===== config.mk =====
export PLATFORM = sky130hd
export DESIGN_NAME = nmb_window
export DESIGN_NICKNAME = d
export VERILOG_FILES = /design/src/rtl/nmb_pkg.sv /design/src/rtl/nmb_window.sv
export SDC_FILE = /design/constraint.sdc
export NUM_CORES = 1
export LEC_CHECK = 0
export ABC_CLOCK_PERIOD_IN_PS = 4900
export BUFFER_PORTS_ARGS = -buffer_cell sky130_fd_sc_hd__buf_2
export CORE_MARGIN = 3
export CORE_UTILIZATION = 56
export DETAILED_ROUTE_END_ITERATION = 8
export PLACE_DENSITY = 0.81
export REMOVE_ABC_BUFFERS = 1
export SLEW_MARGIN = 10
export SYNTH_ARGS = -nofsm -noshare
export SYNTH_HDL_FRONTEND = slang
export SYNTH_SLANG_ARGS = --single-unit

===== constraint.sdc =====
create_clock -name clk -period 4.9 [get_ports clk]
set_input_delay 0.245 -clock clk [delete_from_list [all_inputs] [get_ports clk]]
set_output_delay 0.245 -clock clk [all_outputs]
set_load 0.02 [all_outputs]

===== src/rtl/nmb_pkg.sv =====
// Shared types and constants for the 3x3 neighbour-mean blur.
// No dependencies; imported by every module of the block.
`timescale 1ns / 1ps
`default_nettype none

package nmb_pkg;

  localparam int MAX_WIDTH   = 1024;
  localparam int MAX_HEIGHT  = 4096;
  localparam int ADDR_W      = $clog2(MAX_WIDTH);
  localparam int W_REG_W     = 11;
  localparam int H_REG_W     = 13;
  localparam int ROW_W       = 13;
  localparam int COUNT_W     = 22;
  localparam int PROD_W      = W_REG_W + H_REG_W;
  localparam int PIX_W       = 24;
  localparam int CFG_IDX_W   = 2;
  localparam int CFG_DATA_W  = 13;
  localparam int OFIFO_DEPTH = 4;
  localparam int OFIFO_PTR_W = $clog2(OFIFO_DEPTH);
  localparam int OFIFO_CNT_W = OFIFO_PTR_W + 1;

  localparam logic [CFG_IDX_W-1:0] REG_FRAME_WIDTH  = CFG_IDX_W'(0);
  localparam logic [CFG_IDX_W-1:0] REG_FRAME_HEIGHT = CFG_IDX_W'(1);

  localparam logic ACT_DRAIN = 1'b1;

  localparam logic [W_REG_W-1:0] RESET_WIDTH    = W_REG_W'(640);
  localparam logic [H_REG_W-1:0] RESET_HEIGHT   = H_REG_W'(480);
  localparam logic [COUNT_W-1:0] RESET_LAST_IDX = COUNT_W'(640 * 480 - 1);

  typedef logic [PIX_W-1:0] pixel_t;

  typedef struct packed {
    logic [ADDR_W-1:0] col;
    logic              emit;
    logic              border;
    logic              last;
    logic              fwd;
    pixel_t            pix;
  } s1_item_t;

  typedef struct packed {
    pixel_t rgb;
    logic   frame_end;
  } result_t;

endpackage

`default_nettype wire


===== src/rtl/nmb_window.sv =====
// 3x3 window, line-buffer write-back with same-entry forwarding, and the
// neighbour-mean / pass-through result. Uses nmb_pkg.
`timescale 1ns / 1ps
`default_nettype none

module nmb_window
  import nmb_pkg::*;
(
  input  wire logic     clk,
  input  wire logic     rst,
  input  wire logic     s1_valid,
  input  wire s1_item_t s1,
  input  wire pixel_t   mem_upper,
  input  wire pixel_t   mem_middle,
  output pixel_t        wr_upper,
  output pixel_t        wr_middle,
  output logic          push,
  output result_t       push_data
);

  pixel_t win   [3][3];
  pixel_t win_n [3][3];
  pixel_t last_mid;
  pixel_t last_pix;
  pixel_t top_eff;
  pixel_t mid_eff;
  logic [7:0] acc [3];

  always_comb begin
    top_eff = s1.fwd ? last_mid : mem_upper;
    mid_eff = s1.fwd ? last_pix : mem_middle;
    for (int r = 0; r < 3; r++) begin
      win_n[r][0] = win[r][1];
      win_n[r][1] = win[r][2];
    end
    win_n[0][2] = top_eff;
    win_n[1][2] = mid_eff;
    win_n[2][2] = s1.pix;
    for (int ch = 0; ch < 3; ch++) begin
      acc[ch] = '0;
      for (int r = 0; r < 3; r++) begin
        for (int j = 0; j < 3; j++) begin
          if (!(r == 1 && j == 1)) begin
            acc[ch] = acc[ch] + (win_n[r][j][8*ch +: 8] >> 3);
          end
        end
      end
    end
    wr_upper  = mid_eff;
    wr_middle = s1.pix;
    push      = s1_valid && s1.emit;
    push_data.frame_end = s1.last;
    push_data.rgb = s1.border ? win_n[1][1] : {acc[2], acc[1], acc[0]};
  end

  always_ff @(posedge clk) begin
    if (rst) begin
      for (int r = 0; r < 3; r++) begin
        for (int j = 0; j < 3; j++) begin
          win[r][j] <= '0;
        end
      end
    end else if (s1_valid) begin
      for (int r = 0; r < 3; r++) begin
        for (int j = 0; j < 3; j++) begin
          win[r][j] <= win_n[r][j];
        end
      end
    end
  end

  always_ff @(posedge clk) begin
    if (s1_valid) begin
      last_mid <= mid_eff;
      last_pix <= s1.pix;
    end
  end

endmodule

`default_nettype wire


Yosys cells after proc, flatten, opt, wreduce, memory -nomap -nowiden:

Memories as Yosys holds them, arrays and structs flattened.
Cells that the tools add are included.

* add/subtract/negate cells: 21
* mux-type cells: 17
* reductions and logical operators: 1
* bitwise operators: 9

Operator list (count)
* 24-bit 2-to-1 mux: 12
* 8-bit by 5-bit adder with 8-bit output: 12
* 7-bit by 5-bit adder with 8-bit output: 3
* 6-bit by 5-bit adder with 7-bit output: 3
* 5-bit by 5-bit adder with 6-bit output: 3
* 1-bit bitwise OR: 9
* 1-bit 2-to-1 mux: 5
* 1-bit logical AND: 1

* output and inout bits: 74
* RAM bits: 216
* logic and storage cells: 51
* bits of input ports: 89
* flip-flop bits (word level): 48
* memories: 1

Memories
* win: depth 3, width 72, read ports 3, clocked after Yosys merged registers in 0, wr ports 3, RTL line nmb_window.sv:21 `pixel_t win [3][3];`

Longest topological paths before layout:

Gate-level depths: netlist of run 1.
An unclocked memory read counts as a cell.

* depth after elaboration: 9
* depth in mapped cells: 15
* gate-level depth less buffers: 14

Worst setup path after synthesis of run 1:

No wires, ideal clock.

* path type: input to output
* from: input port s1[24] (netlist name)
* to: output port push_data[6] (netlist name)
* stages: 14
* required time: 4655 ps
* path buffers: 1
* arrival time: 4296 ps
* slack: 359 ps
* cell sequence: buf_2 > mux2_2 > fa_1 > inv_1 > fa_1 > inv_1 > fa_1 > inv_1 > fa_1 > inv_1 > ha_1 > o21ai_0 > nor2_1 > o31ai_1

RTL lines
* start: declaration: RTL line nmb_window.sv:12 `input wire s1_item_t s1,`
* end: declaration: RTL line nmb_window.sv:18 `output result_t push_data`

==> results.md, run 1 <==
Critical path:
- The reg-to-reg startpoint is last_pix[22]$_DFFE_PP_.
- At the worst endpoint, the arrival time is 4.51 ns.
- STA classifies the critical path startpoint as a flop.
- At the worst endpoint, the required time is 4.66 ns.
- The kind of end point of the critical path is an output pin.
- The most critical setup path has its startpoint at last_mid[5]$_DFFE_PP_.
- The critical path start-end classification is flop to output pin.
- Setup slack on the worst reg-to-reg path comes out at 3.76 ns.
- The highest fanout seen on the critical path is 3.

Cells and area:
- The share of post-route cells with drive strength above 1 is 27.0%.
- Relative to the synthesized area, the layout overhead comes to 16.3%.
- The number of diodes added for antenna fixing is 0.
- The number of fill cells in the layout is 1073.
- For this run, the number of standard cells in the final layout without fillers is 990.
- The net count of the finished layout is 994.

Min path:
- The start point of the worst min-delay path is s1[8].
- The min-delay analysis places its worst path in the category input pin to flop.

GRT:
- The total global routing track utilization is 21.2%.
- The number of antenna violations at the first check in global routing was 0.
- The wire length of the first global-routing pass is 26.9 mm.
- The largest net degree at the start of global routing is 58.
- The via count of the first global-routing pass is 5675.
- The total overflow left after global routing is 0.

Routing:
- Before antenna repair, the detailed router went through 5 iterations.
- The count of antenna-violating nets left after detailed routing is 0.
- The via count is 5119.
- The number of violations reported at the end of detailed-routing iteration 0 is 329.
- The remaining routing DRC violations is 0.
- Wires add up to 16.6 mm.
- In the routed layout, each cell is associated on average with a via count of 5.17.
- The routed wirelength normalized by instance count is 16.8 µm.

STA:
- Setup repair after global routing could not meet its margin everywhere.
- The number of failing setup endpoints in the final timing report is 0.
- For the pin with the worst max-slew slack, the measured transition is 1.14 ns.
- The final critical path takes up 97.0% of the cycle.
- Based on the critical path, the design can be clocked at up to 210 MHz.
- Setup total negative slack on the finished layout was measured at 0 ns.
- The worst slew margin relative to its limit is 24.0%.
- Hold timing on the final database bottoms out at a slack of 0.0182 ns.
- The clock skew is 0.00691 ns.
- The final number of max-transition violations was 0.
- The number of failing hold endpoints at the final stage is 0.
- The final critical delay including setup and external delays is 4.75 ns.

Die:
- The core footprint is 14800 µm².
- In this run the core area contains 44 standard-cell rows.
- The die span in y is 130 µm.
- From left edge to right edge, the die measures 130 µm.
- The boundary pin count is 163.
- The initial utilization of the core area, before any placement, comes to 58.0%.
- The floorplan step defined a die boundary enclosing 16800 µm².

Logic synthesis:
- After synthesis, the share of cell area in mux cells is 6.32%.
- After Yosys synthesis, and, or, nand and nor cells account for 8.54% of the synthesized area.
- Each instance of the synthesized netlist takes up on average 12.9 µm².
- After Yosys synthesis, full adders, half adders and majority gates account for 23.9% of the synthesized area.
- The fraction of synthesized cell area taken by the top area cell type is 48.4%.
- edfxtp_1 takes more of the synthesized area than any other cell.
- The post-synthesis register bit count is 138.
- For this run, the number of Yosys warnings is 0.
- In the synthesized netlist the async set-or-reset flop fraction comes to 0%.
- In this run, synthesis inferred 138 flip-flops with an integrated enable.
- The unique cell type count in the Yosys netlist is 34.
- The fraction of the mapped netlist area in compound gates is 2.54%.
- The synthesized netlist occupies a cell area of 8560 µm².
- After synthesis, flip-flops and latches occupy 48.4% of the total area.
- After synthesis, the largest family of logic cells by area is adder cells.
- In the synthesized netlist, the cells that appear most often are inv_1 (148), edfxtp_1 (138), fa_1 (87).
- The synthesized-area fraction occupied by xor and xnor cells is 0.307%.
- The gate count of the mapped netlist is 664.
- The leading cell type by number of instances after synthesis is inv_1.
- Yosys attributes the largest share of cell area to edfxtp_1 (48%), fa_1 (20%), inv_1 (6.5%).
- In the synthesized netlist the dominant register cell turns out to be edfxtp_1.

Clocking:
- The maximum clock path buffer count is 2.
- The total CTS buffers is 17.
- The clock latency on the worst-skew pair is 0.43 ns.
- The clock-pin slew of the registers on the worst-case setup and hold paths is 0.06 ns.
- The buffers inserted during post-CTS setup optimization is 0.
- The number of sinks handled by clock tree synthesis is 138.
- In this run the number of H-tree levels came out at 4.
- TritonCTS built the clock tree.
- The root cell of the clock tree is clkbuf_16.

Placement:
- The placer's final routability congestion estimate is 0.821.
- During placement, the flow inserted port buffers numbering 141.
- The post-placement cell count is 951.
- The placed wire-length estimate after detailed placement is 11.5 mm.

Flow run:
- The number of max-cap violations is 0.

Pwr:
- The share of total power dissipated in the clock network is 24.0%.
- The internal power of the cells totals 0.00316 W.
- The combinational fraction of design power is 48.2%.
- The leakage power summed over all cells is 4.56 nW.
- The worst ir drop on vdd is 0.000330 V.
- The analysis attributes to net switching a power of 0.00197 W.
- In this run, flip-flops and latches consume 27.8% of the power.
- In this run switching power makes up 38.4% of total power.
- The sum of internal, switching and leakage power is 0.00513 W.
- For this design the ratio of total power to cell area is 516 nW/µm².

Status:
- The flow ran to the end, and the final reports show no timing, DRC or antenna violations.
==> power groups by stage <==
stage / clock [W] / combinational [W] / sequential, W
detailed placement: 0 / 0.00239 / 0.00145
finish: 0.00123 / 0.00247 / 0.00143
CTS: 0.00125 / 0.00243 / 0.00143
floorplan: 0 / 0.00169 / 0.00144
global route: 0.00130 / 0.00280 / 0.00144
global placement: 0 / 0.00230 / 0.00145
==> routing by layer <==
layer / share of wire (%) / track usage (%) / wire length [µm]
met3: 5.9 / 4.70 / 973
met2: 51 / 36.9 / 8490
met5: 0 / 0 / 0
met1: 41 / 26.0 / 6790
met4: 2.1 / 8.13 / 354
==> final timing paths <==
check	to	cells past startpoint
worst min register to register	win[0][103]$_SDFFCE_PN0P_	1
worst max register to register	last_mid[22]$_DFFE_PP_	2
worst max-delay path	push_data[7]	14
worst min-delay path	last_pix[8]$_DFFE_PP_	1
==> flip-flops by register name, indices dropped and copies added, names as in the netlist <==
| register | cells |
|---|---|
| last_mid | 15 |
| last_pix | 24 |
| win | 99 |
==> metrics by stage <==
step | setup WS, ns | area [µm²] | utilization (%)
2_1_floorplan | 0.549 | 8260 | -
3_3_place_gp | 0.310 | 9260 | 62.8
3_5_place_dp | 0.191 | 9260 | 62.8
4_1_cts | 0.0495 | 9900 | 67.1
5_1_grt | -0.0338 | 9960 | 67.5
6_report | 0.149 | 9960 | 67.5
==> cell type report <==
type                       instances  area [µm²]  area share [%]
clock inverter                    12         128            1.28
multi-input combinational        333        3610            36.3
sequential                       138        4140            41.6
tap                              184         230            2.31
timing repair buffer             156         853            8.57
inverter                         148         556            5.58
clock buffer                      19         433            4.35
==> critical path, cell delays in order (launching register included) <==
cell      delay (ns)
edfxtp_1        0.42
mux2i_2         0.28
fa_1            0.48
inv_1           0.09
fa_1            0.42
fa_1            0.55
inv_1           0.06
fa_1            0.47
inv_1           0.07
ha_2            0.21
fa_1            0.23
a21oi_1         0.10
or4b_1          0.48
nand3_1         0.08
buf_4           0.14
==> placed cells by master (no fill, tap or decap), types with 3 or more instances in the layout <==
cell type	instances
nor2_1	48
clkinv_4	4
o21ai_0	11
o31ai_1	3
mux2_2	31
buf_2	140
mux2i_2	5
dlygate4sd3_1	8
buf_4	7
nand2b_1	4
nor3b_1	3
inv_1	148
o311a_1	3
nor4b_1	3
a211oi_1	7
nand3_1	3
edfxtp_1	138
a21o_1	3
mux2i_1	12
and2_1	58
nor3_1	3
ha_1	22
nand2_1	9
clkbuf_16	17
fa_1	87
==> cell families after synthesis <==
group | Yosys count
compound gates | 32
xor+xnor | 3
fa+ha+maj | 111
buf+inv | 193
flops | 138
mux | 50
simple gates | 137
==> repair_timing <==
action	in CTS	in global routing
gates resized for setup	0	11
hold endpoints to repair	8	0
setup endpoints to repair	0	5
hold buffers	8	0
Note: power is estimated with default switching activity, not from simulation.
==> inputs of run 2 (changes only) <==
--- a/config.mk
+++ b/config.mk
@@ -5,14 +5,15 @@
 export SDC_FILE = /design/constraint.sdc
 export NUM_CORES = 1
 export LEC_CHECK = 0
-export ABC_CLOCK_PERIOD_IN_PS = 4900
+export ABC_CLOCK_PERIOD_IN_PS = 4800
 export BUFFER_PORTS_ARGS = -buffer_cell sky130_fd_sc_hd__buf_2
 export CORE_MARGIN = 3
 export CORE_UTILIZATION = 56
 export DETAILED_ROUTE_END_ITERATION = 8
 export PLACE_DENSITY = 0.81
 export REMOVE_ABC_BUFFERS = 1
-export SLEW_MARGIN = 10
+export SETUP_SLACK_MARGIN = 0.2
+export SLEW_MARGIN = 20
 export SYNTH_ARGS = -nofsm -noshare
 export SYNTH_HDL_FRONTEND = slang
 export SYNTH_SLANG_ARGS = --single-unit
==> constraint.sdc (replaced) <==
create_clock -name clk -period 4.8 [get_ports clk]
set_input_delay 0.24 -clock clk [delete_from_list [all_inputs] [get_ports clk]]
set_output_delay 0.24 -clock clk [all_outputs]
set_load 0.02 [all_outputs]
==> run 2 against run 1 <==
  * Register-to-register slack worse by 0.14 ns
  * Core utilization is 2.8 points higher
  * Via count is 2.0% higher
  * Final cell count is 2.0% higher
  * Routed wire length is 5.2% higher
==> results.md, run 2 (same netlist as run 1, synthesis figures left out) <==
GRT:
- The aggregate global routing overflow came to 0 (unchanged).
- The wire length of the first global-routing pass came to 27.4 mm (+1.6%).
- The largest net degree at the start of global routing is 76 (+31%).
- The number of antenna violations at the first check in global routing is 0 (unchanged).
- The via count of the first global-routing pass is 5742 (+1.2%).
- The total global routing track utilization is 21.4% (+0.15 points).

Clocking:
- The clock-pin slew of the registers on the worst-case setup and hold paths is 0.06 ns (about the same).
- The clock latency on the worst-skew pair is 0.42 ns (about the same).
- The number of sinks handled by clock tree synthesis is 138 (unchanged).
- The H-tree depth is 4 (unchanged).
- The maximum clock path buffer count is 2 (unchanged).
- The root cell of the clock tree is clkbuf_16.
- The TritonCTS clock tree is built.
- The total CTS buffers came to 17 (unchanged).

Placement:
- The number of port buffers was 141 (unchanged).
- The placed wire-length estimate after detailed placement is 11.6 mm (+0.98%).
- The post-placement cell count is 953 (+0.21%).
- The placer's final routability congestion estimate is 0.814 (-0.82%).

STA:
- The transition time at the pin with the least slew margin is 1.01 ns (-0.127 ns).
- The number of failing hold endpoints at the final stage is 0 (unchanged).
- The achievable clock frequency is 220 MHz.
- The setup total negative slack is 0 ns (unchanged).
- The final number of max-transition violations is 0 (unchanged).
- The number of failing setup endpoints in the final timing report is 0 (unchanged).
- The final clock period utilization by the worst path is 94.7%.
- The final critical delay including setup and external delays is 4.55 ns.
- The worst slew margin relative to its limit is 32.7% (+8.7 points).
- The clock skew was 0.00680 ns (-0.000107 ns).
- Setup repair after global routing could not meet its margin everywhere.

Critical path:
- The worst stage delay on the critical path was 0.52 ns (-0.03 ns).
- By instance count, the cell type seen most on the critical path is fa_1.
- The signal arrival time at the worst endpoint was 4.31 ns (-0.20 ns).
- Traced cell by cell, the critical path runs through mux2_4 > fa_1 > inv_2 > fa_1 > inv_2 > fa_1 > inv_1 > fa_1 > inv_2 > ha_4 > a21oi_4 > or4b_4 > nand3_2 > buf_6.
- The worst setup path is launched from a flop.
- The depth of the most critical reg-to-reg path is 4 (+2).
- The required time reported for the critical path endpoint is 4.56 ns (-0.10 ns).
- The startpoint identified for the worst register-to-register timing path is last_pix[5]$_DFFE_PP_.
- The reg-to-reg setup timing slack is 3.62 ns (-0.14 ns).
- STA classifies the critical path endpoint as an output pin.
- The highest fanout seen on the critical path is 3 (unchanged).
- The critical path start-end classification is flop to output pin.
- In this run the critical register-to-register path is captured at win[0][77]$_SDFFCE_PN0P_.
- The highest-delay cell along the critical path is fa_1.

Cells and area:
- The final standard cell utilization of the core is 70.2% (+2.8 points).
- Leaving out fill and tap cells, the most frequent cell in the layout is inv_1.
- The flip-flop count of the largest register, all copies and words added came to 99 (unchanged).
- The post-route non-filler standard cell count is 1010 (+2.0%).
- The register with the most flip-flops is win.
- The largest registers in the layout are win (99), last_pix (24), last_mid (15).
- The share of post-route cells with drive strength above 1 is 32.6% (+5.6 points).
- The post-layout net count is 1013 (+1.9%).
- In the layout the commonest cells are inv_1 (143), edfxtp_1 (138), buf_2 (137), fa_1 (83), and2_1 (58).
- From synthesis to final layout, the design area changed by 21.1%.

Min path:
- The start point of the worst min-delay path is s1[6].
- The number of instances on the worst hold path is 1 (unchanged).
- The end point of the worst hold path is last_pix[6]$_DFFE_PP_.
- The type of the tightest min-delay check is input pin to flop.

Routing:
- The count of antenna-violating nets left after detailed routing is 0 (unchanged).
- The detail-routed via count per cell is 5.17 (about the same).
- The routed wirelength normalized by instance count is 17.3 µm (+3.2%).
- The total wirelength of the detailed-routed design is 17.5 mm (+5.2%).
- The remaining routing DRC violations is 0 (unchanged).
- The count of TritonRoute iterations in the first routing pass is 5 (unchanged).
- The via count is 5220 (+2.0%).
- The number of violations reported at the end of detailed-routing iteration 0 came to 280 (-15%).

Die:
- The die span in y is 130 µm (unchanged).
- The boundary pin count is 163 (unchanged).
- The core footprint is 14800 µm² (unchanged).
- The number of core rows is 44 (unchanged).
- The chip width is 130 µm (unchanged).
- The total die area is 16800 µm² (unchanged).
- The starting density of the core is 58.0% (unchanged).

Pwr:
- The worst ir drop on vdd is 0.000414 V (+26%).
- The leakage power summed over all cells is 4.69 nW (+2.9%).
- The cell area power density came to 559 nW/µm² (+8.4%).

Status:
- The run finished with clean final reports.

Flow run:
- The number of max-cap violations is 0 (unchanged).
## run 2: worst max-delay path, delay by kind of cell, from the launching register on
| family | cells | cell delay (ns) |
|---|---|---|
| compound gates | 1 | 0.05 |
| buf+inv | 5 | 0.30 |
| fa+ha+maj | 5 | 2.27 |
| flops | 1 | 0.37 |
| simple gates | 2 | 0.60 |
| mux | 1 | 0.28 |
## run 2: cell type report
type                    instances  area, µm²
clock buffers                  18        429
repair buffers                175       1070
diodes                          1       2.50
multi-input cells             333       3800
inverters                     148        556
well taps                     184        230
flip-flops and latches        138       4140
clock inverters                13        130
fillers                       981       4390
## run 2: worst max-delay path by stage
| stage | start | endpoint | slack [ns] | cells after the start |
|---|---|---|---|---|
| 2_1_floorplan | last_pix[7]$_DFFE_PP_ | push_data[6] | 0.45 | 13 |
| 3_3_place_gp | s1[24] | push_data[7] | 0.24 | 16 |
| 3_5_place_dp | s1[24] | push_data[6] | 0.16 | 15 |
| 4_1_cts | last_pix[5]$_DFFE_PP_ | push_data[7] | 0.18 | 14 |
| 5_1_grt | last_mid[6]$_DFFE_PP_ | push_data[7] | 0.12 | 13 |
| 6_report | last_mid[7]$_DFFE_PP_ | push_data[7] | 0.25 | 14 |
## run 2: metrics by stage
step                      hold WS [ns]  setup WS (ns)  cell area (µm²)  power (W)
after floorplan                  0.339          0.454             8260    0.00320
after global placement           0.426          0.238             9280    0.00383
after detailed placement         0.430          0.156             9320    0.00394
after CTS                     0.000435          0.181            10100    0.00543
after global routing           0.00953          0.124            10400    0.00619
final                           0.0151          0.253            10400    0.00579
## run 2: timing repair
item                                    4_1_cts  5_1_grt
hold endpoints to repair                      9        0
hold buffers                                  9        0
buffers inserted                              6        9
gates resized for setup                      24       38
endpoints found under the setup margin        6       12
pin swaps                                     9       16
## run 2: power breakdown
group | leakage, nW | internal, W | switching (W)
Combinational | 2.96 | 0.00138 | 0.00169
Clock | 0.264 | 0.000755 | 0.000505
Sequential | 1.47 | 0.00143 | 0.0000346
## run 2: metal layers
layer	up-vias	share of wire [%]	GRT usage, %
li1	2410	-	-
met1	2610	41	27.3
met2	168	52	36.0
met3	32	4.7	5.03
met4	0	2.1	7.70
met5	-	0	0
==> inputs of run 3 (changes only) <==
--- a/config.mk
+++ b/config.mk
@@ -8,9 +8,10 @@
 export ABC_CLOCK_PERIOD_IN_PS = 4800
 export BUFFER_PORTS_ARGS = -buffer_cell sky130_fd_sc_hd__buf_2
 export CORE_MARGIN = 3
-export CORE_UTILIZATION = 56
+export CORE_UTILIZATION = 58
+export CTS_BUF_LIST = sky130_fd_sc_hd__clkbuf_4
 export DETAILED_ROUTE_END_ITERATION = 8
-export PLACE_DENSITY = 0.81
+export PLACE_DENSITY = 0.83
 export REMOVE_ABC_BUFFERS = 1
 export SETUP_SLACK_MARGIN = 0.2
 export SLEW_MARGIN = 20
==> run 3 against run 2 <==
  * Clock skew grew 0.0065 ns
  * Largest power group unchanged
  * Critical endpoint unchanged
  * First-iteration DRC count grew 14%
  * Clock-buffer cell count rose by 1
==> results.md, run 3 (same netlist as run 1, synthesis figures left out) <==
Critical path:
- The type of element launching the critical path is a flop.
- The kind of end point of the critical path is an output pin.
- The number of buffer and inverter stages on the critical path is 5 (unchanged).
- The highest-delay cell along the critical path is fa_1.
- Broken down by cell family, the worst path's largest delay share belongs to adder cells.
- The startpoint identified for the worst register-to-register timing path is last_pix[7]$_DFFE_PP_.
- The signal arrival time at the worst endpoint came to 4.50 ns (+0.19 ns).
- The required time reported for the critical path endpoint came to 4.56 ns (about the same).
- The critical path goes through mux2_4 > fa_1 > inv_2 > fa_1 > inv_1 > fa_1 > inv_2 > fa_1 > inv_2 > ha_4 > a21oi_4 > or4b_4 > nand3_2 > buf_6.
- The highest fanout seen on the critical path was 3 (unchanged).
- The reg-to-reg setup timing slack is 3.53 ns (-0.09 ns).
- By instance count, the cell type seen most on the critical path is fa_1.
- The worst stage delay on the critical path is 0.53 ns (about the same).
- The capture point of the worst reg-to-reg path is win[0][79]$_SDFFCE_PN0P_.
- The critical path start-end classification is flop to output pin.
- The number of cells on the critical path is 14 (unchanged).
- The depth of the most critical reg-to-reg path was 4 (unchanged).
- The start point of the critical path is last_pix[7]$_DFFE_PP_.

Cells and area:
- The post-layout net count is 1030 (+1.7%).
- Leaving out fill and tap cells, the most frequent cells in the layout are inv_1 (138), edfxtp_1 (138), buf_2 (136), fa_1 (79), and2_1 (58).
- The final standard cell area without fillers is 10300 µm² (-0.22%).
- The share of post-route cells with drive strength above 1 is 33.8% (+1.2 points).
- The register with the most flip-flops is win.
- The largest registers in the layout are win (99), last_pix (24), last_mid (15).
- The flip-flop count of the largest register, all copies and words added is 99 (unchanged).
- The number of fill cells in the layout is 921 (-6.1%).
- The area added between synthesis and finish is 20.8%.
- The number of diodes added for antenna fixing came to 0 (-1).

GRT:
- The wire length of the first global-routing pass is 29.3 mm (+7.1%).
- The total global routing track utilization came to 23.6% (+2.3 points).
- The number of antenna violations at the first check in global routing is 0 (unchanged).
- The largest net degree at the start of global routing was 78 (+2.6%).
- The aggregate global routing overflow was 0 (unchanged).
- The via count of the first global-routing pass is 5971 (+4.0%).

Clocking:
- The clock latency on the worst-skew pair is 0.56 ns (+0.14 ns).
- The tree is rooted in a clkbuf_4.
- The H-tree depth is 4 (unchanged).
- TritonCTS built the clock tree.
- The total CTS buffers is 17 (unchanged).
- The number of sinks handled by clock tree synthesis is 138 (unchanged).
- The maximum clock path buffer count is 2 (unchanged).
- The clock-pin slew of the registers on the worst-case setup and hold paths came to 0.10 ns (+0.04 ns).

Pwr:
- The clock network power share is 13.0% (-8.8 points).
- The worst ir drop on vdd is 0.000467 V (+13%).
- The total net switching power is 0.00229 W (+3.0%).
- The register share of total power is 26.4% (+1.2 points).
- The switching power share of the total is 41.4% (+3.0 points).
- The combinational fraction of design power is 60.7% (+7.7 points).
- The internal power component is 0.00325 W (-8.9%).
- The cell area power density was 536 nW/µm² (-4.1%).
- The leakage power summed over all cells came to 4.65 nW (-0.93%).

Routing:
- The total wirelength of the detailed-routed design came to 18.3 mm (+4.7%).
- The count of TritonRoute iterations in the first routing pass is 4 (-1).
- The count of antenna-violating nets left after detailed routing is 0 (unchanged).
- The via count came to 5352 (+2.5%).
- The detail-routed via count per cell came to 5.24 (+1.3%).
- The remaining routing DRC violations is 0 (unchanged).
- The number of violations reported at the end of detailed-routing iteration 0 is 320 (+14%).
- The routed wirelength normalized by instance count is 17.9 µm (+3.4%).

STA:
- The final clock period utilization by the worst path was 98.7% (+4.0 points).
- The final number of max-transition violations is 0 (unchanged).
- The setup total negative slack is 0 ns (unchanged).
- The achievable clock frequency is 211 MHz (-4.0%).
- The number of failing setup endpoints in the final timing report is 0 (unchanged).
- The number of failing hold endpoints at the final stage came to 0 (unchanged).
- The clock skew is 0.0133 ns (+0.00646 ns).
- Setup repair after global routing could not meet its margin everywhere.
- The transition time at the pin with the least slew margin came to 1.01 ns (-0.00281 ns).
- The final critical delay including setup and external delays is 4.74 ns (+0.190 ns).
- The worst slew margin relative to its limit is 32.8% (+0.19 points).

Placement:
- The placed wire-length estimate after detailed placement is 12.3 mm (+6.0%).
- The number of port buffers is 141 (unchanged).
- The cell area after placement is 9320 µm² (about the same).
- The placer's final routability congestion estimate came to 0.820 (+0.69%).

Die:
- The total die area is 16200 µm² (-3.3%).
- The boundary pin count is 163 (unchanged).
- The chip width was 127 µm (-1.7%).
- The core footprint was 14100 µm² (-4.1%).
- The die span in y came to 127 µm (-1.7%).
- The number of core rows came to 43 (-2.3%).
- The starting density of the core was 60.5% (+2.5 points).

Min path:
- The number of instances on the worst hold path is 2 (+1).
- The end point of the worst hold path is last_mid[15]$_DFFE_PP_.
- The type of the tightest min-delay check is input pin to flop.
- In this run the most critical hold path is launched from mem_middle[15].

Flow run:
- The number of max-cap violations came to 0 (unchanged).

Status:
- The flow ran to the end, and the final reports show no timing, DRC or antenna violations.
-- run 3: changes by cell type in the layout (fill, tap and decap cells not counted), sizes merged --
| cell | delta |
|---|---|
| clkinv | +1 |
| dlygate4sd3 | +17 |
| clkbuf | +1 |
| clkinvlp | -2 |
| diode | -1 |
-- run 3: timing repair --
item / in CTS / in global routing
endpoints found under the setup margin: 13 / 15
endpoints found under the hold margin: 28 / 0
pin swaps: 22 / 19
buffers inserted: 10 / 2
gates cloned: 0 / 0
hold buffers: 26 / 0
resized for setup: 51 / 44
-- run 3: per-stage QoR --
| step | std cells | util [%] | worst slack (ns) | total power, W | hold WS, ns |
|---|---|---|---|---|---|
| 3_5_place_dp | 952 | 65.8 | 0.0354 | 0.00395 | 0.430 |
| 2_1_floorplan | 619 | - | 0.454 | 0.00320 | 0.339 |
| 3_3_place_gp | 951 | 65.6 | 0.127 | 0.00382 | 0.428 |
| 4_1_cts | 1019 | 71.5 | 0.0600 | 0.00510 | 0.00574 |
| 6_report | 1022 | 73.1 | 0.0626 | 0.00554 | 0.0329 |
| 5_1_grt | 1022 | 73.1 | -0.127 | 0.00592 | 0.00119 |
-- run 3: power by group through the flow --
stage               sequential [W]  clock, W  combinational, W
floorplan                  0.00147         0           0.00173
global placement           0.00148         0           0.00235
detailed placement         0.00149         0           0.00247
CTS                        0.00146  0.000727           0.00292
global route               0.00147  0.000784           0.00367
finish                     0.00146  0.000718           0.00336
-- run 3: area by class of cell --
type / count / area [µm²] / area share, %
flip-flops and latches: 138 / 4140 / 40.1
multi-input cells: 333 / 3920 / 37.9
repair buffers: 192 / 1250 / 12.1
inverters: 148 / 556 / 5.37
well taps: 180 / 225 / 2.18
clock buffers: 19 / 143 / 1.38
clock inverters: 12 / 108 / 1.04
-- run 3: layer usage --
metal,part of all wire [%],GRT usage [%]
met1,37,29.0
met2,53,40.8
met4,3.0,9.15
met5,0,0
met3,7.2,5.69
-- run 3: how the worst max path moves through the flow --
stage	to
floorplan	push_data[6]
global placement	push_data[23]
detailed placement	push_data[23]
CTS	push_data[7]
global route	push_data[6]
finish	push_data[7]
-- run 3: worst reg2reg max path: stages (launching register included) --
cell and delay [ns]:
edfxtp_1 0.38, mux2_4 0.28, buf_4 0.13, buf_4 0.13
and2_1 0.12
